<file path="src/rtl/core/mbaed_pkg.sv">
package mbaed_pkg;

  localparam int FIELD_W = 64;
  localparam int POS_OUT_W = 6;
  localparam int CFG_INDEX_W = 2;

  localparam logic [CFG_INDEX_W-1:0] REG_ENABLE_MASK = 2'd0;
  localparam logic [CFG_INDEX_W-1:0] REG_TRIGGER_LEVEL = 2'd1;

  typedef struct packed {
    logic load;
    logic emit;
    logic advance;
  } dp_cmd_t;

  typedef struct packed {
    logic hit;
    logic slot_free;
    logic rest_empty;
    logic pending_empty;
  } dp_status_t;

endpackage

</file>
<file path="src/rtl/core/masked_bit_alarm_event_detector.sv">
// Channel   Handshake             Payload
// config    cfg_we                cfg_index, cfg_data
// input     in_valid / in_ready   pattern_value
// output    out_valid / out_ready bit_position, raised, pattern_seen, last_event
//
// An item is loaded on acceptance, then scanned one bit position at a time from bit 0 up
// to the highest pending bit; no new item is taken until that scan ends.
// An item with no enabled changed bit emits no event.
// Reset clears the configuration registers, the pending bits, the scan position, the primed flag and the output slot.
// A stalled output holds the scan at a pending bit until the slot frees.
module masked_bit_alarm_event_detector
  import mbaed_pkg::*;
#(
  parameter int PATTERN_BITS = 64
) (
  input  logic                   clk,
  input  logic                   rst,
  input  logic                   cfg_we,
  input  logic [CFG_INDEX_W-1:0] cfg_index,
  input  logic [FIELD_W-1:0]     cfg_data,
  input  logic                   in_valid,
  output logic                   in_ready,
  input  logic [FIELD_W-1:0]     pattern_value,
  output logic                   out_valid,
  input  logic                   out_ready,
  output logic [POS_OUT_W-1:0]   bit_position,
  output logic                   raised,
  output logic [FIELD_W-1:0]     pattern_seen,
  output logic                   last_event
);

  dp_cmd_t    cmd;
  dp_status_t status;

  mbaed_ctrl u_ctrl (
    .clk      (clk),
    .rst      (rst),
    .in_valid (in_valid),
    .in_ready (in_ready),
    .status   (status),
    .cmd      (cmd)
  );

  mbaed_datapath #(
    .PATTERN_BITS (PATTERN_BITS)
  ) u_datapath (
    .clk           (clk),
    .rst           (rst),
    .cfg_we        (cfg_we),
    .cfg_index     (cfg_index),
    .cfg_data      (cfg_data),
    .pattern_value (pattern_value),
    .cmd           (cmd),
    .status        (status),
    .out_valid     (out_valid),
    .out_ready     (out_ready),
    .bit_position  (bit_position),
    .raised        (raised),
    .pattern_seen  (pattern_seen),
    .last_event    (last_event)
  );

  a_scan_after_accept: assert property (@(posedge clk) disable iff (rst)
    (in_valid && in_ready) |=> !in_ready)
    else $error("input accepted while a scan was due");

  a_reset_empties_output: assert property (@(posedge clk)
    rst |=> !out_valid)
    else $error("output slot valid after reset");

  a_emit_needs_free_slot: assert property (@(posedge clk) disable iff (rst)
    cmd.emit |-> (!out_valid || out_ready))
    else $error("event loaded over an untaken transaction");

endmodule

</file>
<file path="src/rtl/core/mbaed_ctrl.sv">
module mbaed_ctrl
  import mbaed_pkg::*;
(
  input  logic       clk,
  input  logic       rst,
  input  logic       in_valid,
  output logic       in_ready,
  input  dp_status_t status,
  output dp_cmd_t    cmd
);

  typedef enum logic [1:0] {
    ST_IDLE = 2'b01,
    ST_SCAN = 2'b10
  } state_t;

  state_t state;
  state_t state_next;

  always_comb begin
    in_ready = (state == ST_IDLE);
    cmd.load = (state == ST_IDLE) && in_valid;
    cmd.emit = (state == ST_SCAN) && !status.pending_empty && status.hit && status.slot_free;
    cmd.advance = (state == ST_SCAN) && !status.pending_empty &&
                  (!status.hit || status.slot_free);
    state_next = state;
    case (state)
      ST_IDLE: begin
        if (in_valid) begin
          state_next = ST_SCAN;
        end
      end
      ST_SCAN: begin
        if (status.pending_empty || (cmd.emit && status.rest_empty)) begin
          state_next = ST_IDLE;
        end
      end
      default: begin
        state_next = ST_IDLE;
      end
    endcase
  end

  always_ff @(posedge clk) begin
    if (rst) begin
      state <= ST_IDLE;
    end else begin
      state <= state_next;
    end
  end

endmodule

</file>
<file path="src/rtl/core/mbaed_datapath.sv">
module mbaed_datapath
  import mbaed_pkg::*;
#(
  parameter int PATTERN_BITS = 64
) (
  input  logic                   clk,
  input  logic                   rst,
  input  logic                   cfg_we,
  input  logic [CFG_INDEX_W-1:0] cfg_index,
  input  logic [FIELD_W-1:0]     cfg_data,
  input  logic [FIELD_W-1:0]     pattern_value,
  input  dp_cmd_t                cmd,
  output dp_status_t             status,
  output logic                   out_valid,
  input  logic                   out_ready,
  output logic [POS_OUT_W-1:0]   bit_position,
  output logic                   raised,
  output logic [FIELD_W-1:0]     pattern_seen,
  output logic                   last_event
);

  localparam int POS_W = (PATTERN_BITS > 1) ? $clog2(PATTERN_BITS) : 1;

  logic [PATTERN_BITS-1:0] enable_mask;
  logic [PATTERN_BITS-1:0] trigger_level;
  logic [PATTERN_BITS-1:0] previous_pattern;
  logic                    primed;
  logic [PATTERN_BITS-1:0] current;
  logic [PATTERN_BITS-1:0] pending;
  logic [POS_W-1:0]        pos;

  logic [PATTERN_BITS-1:0] now_in;
  logic [PATTERN_BITS-1:0] prior_pattern;
  logic [PATTERN_BITS-1:0] pending_new;
  logic [PATTERN_BITS-1:0] onehot;
  logic [FIELD_W-1:0]      current_ext;
  logic [POS_OUT_W-1:0]    pos_ext;

  always_comb begin
    now_in = pattern_value[PATTERN_BITS-1:0];
    prior_pattern = primed ? previous_pattern : ~trigger_level;
    pending_new = (now_in ^ prior_pattern) & enable_mask;
    onehot = {{(PATTERN_BITS-1){1'b0}}, 1'b1} << pos;
    current_ext = '0;
    current_ext[PATTERN_BITS-1:0] = current;
    pos_ext = '0;
    pos_ext[POS_W-1:0] = pos;
    status.hit = pending[pos];
    status.slot_free = !out_valid || out_ready;
    status.rest_empty = ((pending & ~onehot) == '0);
    status.pending_empty = (pending == '0);
  end

  always_ff @(posedge clk) begin
    if (rst) begin
      enable_mask <= '0;
      trigger_level <= '0;
      primed <= 1'b0;
      pending <= '0;
      pos <= '0;
      out_valid <= 1'b0;
    end else begin
      if (cfg_we && cfg_index == REG_ENABLE_MASK) begin
        enable_mask <= cfg_data[PATTERN_BITS-1:0];
      end
      if (cfg_we && cfg_index == REG_TRIGGER_LEVEL) begin
        trigger_level <= cfg_data[PATTERN_BITS-1:0];
      end
      if (cmd.load) begin
        primed <= 1'b1;
        pending <= pending_new;
        pos <= '0;
      end else begin
        if (cmd.emit) begin
          pending <= pending & ~onehot;
        end
        if (cmd.advance) begin
          pos <= pos + POS_W'(1);
        end
      end
      if (cmd.emit) begin
        out_valid <= 1'b1;
      end else if (out_ready) begin
        out_valid <= 1'b0;
      end
    end
  end

  always_ff @(posedge clk) begin
    if (cmd.load) begin
      previous_pattern <= now_in;
      current <= now_in;
    end
    if (cmd.emit) begin
      bit_position <= pos_ext;
      raised <= ~(current[pos] ^ trigger_level[pos]);
      pattern_seen <= current_ext;
      last_event <= status.rest_empty;
    end
  end

endmodule
</file>
<file path="config.mk">
export PLATFORM = sky130hd
export DESIGN_NAME = masked_bit_alarm_event_detector
export DESIGN_NICKNAME = d
export VERILOG_FILES = /design/src/rtl/core/mbaed_pkg.sv /design/src/rtl/core/masked_bit_alarm_event_detector.sv /design/src/rtl/core/mbaed_ctrl.sv /design/src/rtl/core/mbaed_datapath.sv
export SDC_FILE = /design/constraint.sdc
export NUM_CORES = 1
export LEC_CHECK = 0
export BUFFER_PORTS_ARGS = -buffer_cell sky130_fd_sc_hd__clkbuf_2
export CELL_PAD_IN_SITES_DETAIL_PLACEMENT = 1
export CELL_PAD_IN_SITES_GLOBAL_PLACEMENT = 1
export CORE_MARGIN = 2
export CORE_UTILIZATION = 49
export CTS_BUF_LIST = sky130_fd_sc_hd__clkbuf_16
export CTS_CLUSTER_DIAMETER = 100
export DETAILED_ROUTE_END_ITERATION = 12
export GPL_TIMING_DRIVEN = 1
export PLACE_DENSITY = 0.82
export SETUP_SLACK_MARGIN = 0.1
export SYNTH_ARGS = -nofsm -noshare
export SYNTH_HDL_FRONTEND = slang
export SYNTH_SLANG_ARGS = --single-unit
</file>
<file path="constraint.sdc">
create_clock -name clk -period 5.6 [get_ports clk]
set_clock_uncertainty 0.1 [all_clocks]
set_input_delay 0.28 -clock clk [delete_from_list [all_inputs] [get_ports clk]]
set_output_delay 0.28 -clock clk [all_outputs]
set_load 0.005 [all_outputs]
</file>
==> results_dict.tcl, run 1 <==
set metrics [dict create \
    max_freq_ghz 0.250 \
    pin_count 209 \
    min_path_cells 3 \
    maxCapViolCount 0 \
    cts-resized-gates 0 \
    ff2ff_setup_slack_ps 1600 \
    dieArea_um2 32300 \
    clockBufferDepth 3 \
    worst_slew_pin_slew_ps 1080 \
    synth_cells 1462 \
    nNetsFinal 1889 \
    grt_usage_pct 36.0 \
    grt_pass1_wl_um 90200 \
    yosysWarningCount 0 \
    fin_setup_tns_ps 0 \
    synth.avg_cell_area_um2 10.3 \
    syn_nets 1603 \
    hold_viol 0 \
    totalWireLength_um 58900 \
    period_share_pct 71.5 \
    grt_pass1_vias 14612 \
    area_growth_pct 24.2 \
    status "finished clean" \
    clk_latency_ps 530 \
    crit_path_start_kind "flop" \
    drtAntennaViolNets 0 \
    coreArea_um2 30500 \
    combPwrFrac_pct 9.6 \
    endpoint_kind "flop" \
    slew_headroom_pct 28.1 \
    power.leakage_uw 0.00682 \
    fin_area_um2 18800 \
    fin_ws_ps 1600 \
    synth_edf_count 136 \
    first_pass_iters 6 \
    path_clk_slew_ps 60 \
    powerDensity_nw_per_um2 301 \
    routedWlPerCell_um 27.1 \
    port_buffers 208 \
    drv_slew 0 \
    post_cts_buffers 0 \
    drtIter0Drc 1239 \
    vdd_ir_drop_max_uv 278 \
    setup_viol 0 \
    yosysUniqueCellTypes 60 \
    grt_start_max_net_pins 69 \
    rsz0062_at_grt "no" \
    grt_antenna_before_repair 3 \
    routabilityCongestion 0.974 \
    fp.dieW_um 180 \
    path_class "reg -> reg" \
    placed_cells 1977 \
    placed_area_um2 16300 \
    drive_above_1_share_pct 19.5 \
    path_max_fanout 51 \
    ys_ff_latch 338 \
    p_clk_share_pct 42.3 \
    cp.arrival_ps 4320 \
    rows 64 \
    syn_area_um2 15100 \
    start_util_pct 49.6 \
    htree_levels 2 \
    synthArstFlopShare_pct 0 \
    viasPerCell 6.33 \
    synth_flop_cell "dfxtp_1" \
    die_y_um 180 \
    period_minus_slack_ps 4000 \
    seq_power_share_pct 48.1 \
    gr-total-overflow 0 \
    worstRegToRegCells 9 \
    hp-class "in -> reg" \
    p_sw_uw 1430 \
    cts_buffers 37 \
    p_sw_share_pct 25.2 \
    vias 13766 \
    cts_root_buf "clkbuf_16" \
    power_uw 5650 \
    p_int_uw 4220 \
    yosysSeqAreaShare_pct 53.8 \
    pre_cts_slack_ps 1710 \
    cts_sinks 338 \
    place_hpwl_um 35100 \
    cts_hold_buf 128 \
    cts_tree "yes" \
    drcViolationCount 0 \
    final_cell_count_no_fill 2176 \
    worstPathRequired_ps 5910 \
]
-- power groups by stage --
stage	logic (uW)	registers [uW]	clock network [uW]
after floorplan	294	2720	0
after global placement	433	2760	0
after detailed placement	446	2760	0
after CTS	524	2710	2380
after global routing	585	2720	2500
final	543	2720	2390
-- path summary, 6_finish.rpt --
| kind | start | end |
|---|---|---|
| setup reg to reg | u_datapath.pos[1]$_SDFFE_PP0P_ | u_ctrl.state[0]$_SDFFE_PP1P_ |
| hold / removal | in_valid | u_ctrl.state[1]$_SDFFE_PP0P_ |
| setup / recovery | u_datapath.pos[1]$_SDFFE_PP0P_ | u_ctrl.state[0]$_SDFFE_PP1P_ |
| hold reg to reg | u_datapath.enable_mask[19]$_SDFFE_PP0P_ | u_datapath.enable_mask[19]$_SDFFE_PP0P_ |
-- worst max-delay path: stages (launching register included) --
cell,delay [ps]
dfxtp_2,1020
buf_4,460
mux4_2,560
o21a_1,180
o21ai_0,140
a32oi_4,210
nand3_4,240
clkinv_2,340
buf_12,300
a31o_1,240
-- cell usage in the layout, fill, tap and decap left out, types with 14 or more instances in the layout --
cell type / synthesis / final
nor4_1: 18 / 18
o311ai_1: 23 / 23
nand3_1: 33 / 33
a31oi_1: 14 / 14
nor2_1: 83 / 81
clkbuf_16: 0 / 39
dlygate4sd3_1: 0 / 128
a32oi_1: 35 / 35
inv_1: 10 / 21
clkbuf_2: 0 / 207
buf_4: 7 / 21
a21oi_1: 221 / 221
nand4_1: 16 / 16
mux4_2: 47 / 47
edfxtp_1: 136 / 136
nand2_1: 293 / 293
dfxtp_1: 202 / 199
o21ai_0: 41 / 41
xnor2_1: 70 / 70
-- cells in the mapped netlist (6+ instances only) --
| cell type | instances | area (um2) |
|---|---|---|
| nand2_1 | 293 | 1100 |
| a21oi_1 | 221 | 1110 |
| dfxtp_1 | 202 | 4040 |
| edfxtp_1 | 136 | 4080 |
| nor2_1 | 83 | 312 |
| clkbuf_1 | 76 | 285 |
| xnor2_1 | 70 | 613 |
| mux4_2 | 47 | 1060 |
| o21ai_0 | 41 | 205 |
| a32oi_1 | 35 | 307 |
| nand3_1 | 33 | 165 |
| o311ai_1 | 23 | 201 |
| nor4_1 | 18 | 113 |
| nand4_1 | 16 | 100 |
| a31oi_1 | 14 | 87.6 |
| buf_6 | 10 | 113 |
| inv_1 | 10 | 37.5 |
| buf_2 | 9 | 45.0 |
| mux2i_1 | 9 | 90.1 |
| o21a_1 | 9 | 67.6 |
| o32ai_1 | 9 | 78.8 |
| buf_1 | 8 | 30.0 |
| nor3_1 | 8 | 40.0 |
| buf_4 | 7 | 52.6 |
| nand2b_1 | 7 | 43.8 |
| ha_1 | 6 | 75.1 |
| mux4_1 | 6 | 158 |
-- sequential cells by signal (all words and copies together) (netlist names) --
register                     flops
u_datapath.last_event            1
u_ctrl.state                     2
u_datapath.previous_pattern     64
u_datapath.trigger_level        64
u_datapath.pending              64
u_datapath.bit_position          6
u_datapath.primed                1
u_datapath.enable_mask          64
u_datapath.raised                1
u_datapath.out_valid             1
u_datapath.pattern_seen         64
u_datapath.pos                   6
-- cell families after synthesis --
group / share of synthesized area, %
AOI/OAI and AO/OA: 15.2
muxes: 8.79
adders and majority gates: 0.496
xor gates and xnor gates: 4.05
DFF: 53.8
and+or+nand+nor: 14.0
buffers and inverters: 3.72
-- layout make-up --
class / instances / area (um2)
Fill cell: 3305 / 11700
Sequential cell: 338 / 8140
Multi-Input combinational cell: 1004 / 6450
Timing Repair Buffer: 357 / 2490
Clock buffer: 39 / 976
Tap cell: 396 / 495
Clock inverter: 29 / 176
Inverter: 10 / 38.8
Antenna cell: 3 / 7.51
-- through the flow --
stage	hold slack (ps)	utilization, %
after global routing	173	61.6
after floorplan	279	-
after CTS	145	61.5
final	163	61.6
after detailed placement	349	53.6
after global placement	342	53.6
-- per-layer routing --
layer	GRT usage (%)	up-vias	routed length (um)
met4	12.7	0	2020
met5	0	-	0
met2	61.8	709	29300
met3	6.34	146	4360
li1	-	5930	-
met1	46.0	6981	23200
(Power assumes the default switching activity.)
==> run 2, diff against run 1 <==
- CORE_UTILIZATION: 49 -> 45
- PLACE_DENSITY: 0.82 -> 0.76
- clock period: 5.6 -> 4.2 ns (I/O delays scaled with it)
==> results_dict.tcl, run 2 (synthesis gave the netlist of run 1 again) <==
set metrics [dict create \
    path_max_fanout 30 \
    crit_path_max_incr_delay_ps 990 \
    min_path_cells 3 \
    crit_path_start_kind "flop" \
    totalWireLength_um 57400 \
    utilization_pct 57.4 \
    cts-resized-gates 0 \
    start_util_pct 45.4 \
    nNetsFinal 1913 \
    viasPerCell 5.99 \
    path_class "reg -> reg" \
    powerDensity_nw_per_um2 398 \
    clockBufferDepth 3 \
    period_minus_slack_ps 3690 \
    cts_sinks 338 \
    grt_antenna_before_repair 2 \
    crit_family "flip-flops" \
    wl_met2_um 28200 \
    cts_tree "yes" \
    routabilityCongestion 1.01 \
    coreArea_um2 33300 \
    routedWlPerCell_um 25.5 \
    dr.max_layer_used "met5" \
    drive_above_1_share_pct 20.5 \
    drtIter0Drc 1046 \
    grt_usage_pct 32.5 \
    vias 13488 \
    worstRegToRegCells 7 \
    power_uw 7610 \
    first_pass_iters 5 \
    drtAntennaViolNets 0 \
    grt_pass1_vias 14225 \
    post_cts_buffers 0 \
    grt_pass1_wl_um 88000 \
    setup_viol 0 \
    dieArea_um2 35100 \
    drcViolationCount 0 \
    path_depth 7 \
    wl_met1_um 23500 \
    cts_root_buf "clkbuf_16" \
    crit_buf_inv 2 \
    period_share_pct 87.8 \
    cts_buffers 39 \
    final_common_cell "nand2_1" \
    worstPathRequired_ps 4370 \
    crit_slowest_cell "dfxtp_2" \
    clk_latency_ps 530 \
    vdd_ir_drop_max_uv 281 \
    path_cells "mux4_2 -> a2bb2oi_1 -> a21oi_1 -> a32oi_4 -> nand3_4 -> clkinv_2 -> buf_12" \
    path_clk_slew_ps 60 \
    cp.arrival_ps 3860 \
    worst_slew_pin_slew_ps 1040 \
    drv_slew 0 \
    maxCapViolCount 0 \
    die_y_um 187 \
    slew_headroom_pct 30.8 \
    hold_viol 0 \
    status "finished clean" \
    cts_hold_buf 128 \
    pin_count 209 \
    endpoint_kind "flop" \
    hp-class "in -> reg" \
    port_buffers 208 \
    mostFrequentLayoutCells "293 x nand2_1, 221 x a21oi_1, 207 x clkbuf_2, 199 x dfxtp_1, 136 x edfxtp_1" \
    rsz0062_at_grt "no" \
    power.leakage_uw 0.00696 \
    max_freq_ghz 0.271 \
    diodes 0 \
    grt_start_max_net_pins 72 \
    rows 67 \
    fp.dieW_um 187 \
    n_fill_cell 3651 \
    area_growth_pct 26.4 \
    routed-wl-met3_um 4070 \
    gr-total-overflow 0 \
    fin_setup_tns_ps 0 \
    place_hpwl_um 37600 \
    htree_levels 2 \
]
## run 2: cell count changes in the layout (fill, tap and decap cells not counted)
cell and change:
clkbuf_16 +2, clkinvlp_4 +1, buf_4 +18, clkinv_1 +2, diode_2 -3, buf_12 +4
inv_2 -1, clkinv_2 -1
## run 2: worst paths after layout
kind / from / endpoint / slack (ps)
setup / recovery: u_datapath.pos[1]$_SDFFE_PP0P_ / u_datapath.pattern_seen[7]$_DFFE_PP_ / 510
hold / removal: in_valid / u_ctrl.state[1]$_SDFFE_PP0P_ / 50
setup reg to reg: u_datapath.pos[1]$_SDFFE_PP0P_ / u_datapath.pattern_seen[7]$_DFFE_PP_ / 510
hold reg to reg: u_datapath.enable_mask[58]$_SDFFE_PP0P_ / u_datapath.pending[58]$_SDFFE_PP0P_ / 350
## run 2: power by group
group          leakage (uW)  internal, uW  switching, uW
registers           0.00290          3520            103
logic               0.00343           317            403
clock network      0.000637          1880           1380
total               0.00696          5720           1890
## run 2: per-stage QoR
stage / instance area, um2 / cells / hold WS [ps] / setup slack, ps
floorplan: 15100 / 1462 / 209 / 747
global placement: 16600 / 2051 / 320 / 637
detailed placement: 16600 / 2051 / 318 / 596
CTS: 19100 / 2250 / 45.9 / 557
global route: 19100 / 2250 / 82.6 / 385
finish: 19100 / 2250 / 54.3 / 512
## run 2: worst min-delay path, stage by stage
cell and delay [ps]:
clkbuf_2 80, nand2_1 220, a31oi_1 130
## run 2: layout make-up
class / count / area (um2) / share of cell area, %
inverter: 10 / 38.8 / 0.203
sequential: 338 / 8140 / 42.6
tap: 448 / 561 / 2.93
timing repair buffer: 379 / 2710 / 14.2
clock inverter: 30 / 183 / 0.956
clock buffer: 41 / 1030 / 5.37
multi-input combinational: 1004 / 6450 / 33.8
## run 2: metal layers
metal  GRT usage [%]  vias to the layer above
met5               0                        -
met4            9.68                        2
met3            4.84                      115
met2            55.7                      589
met1            42.8                     6800
li1                -                     5982
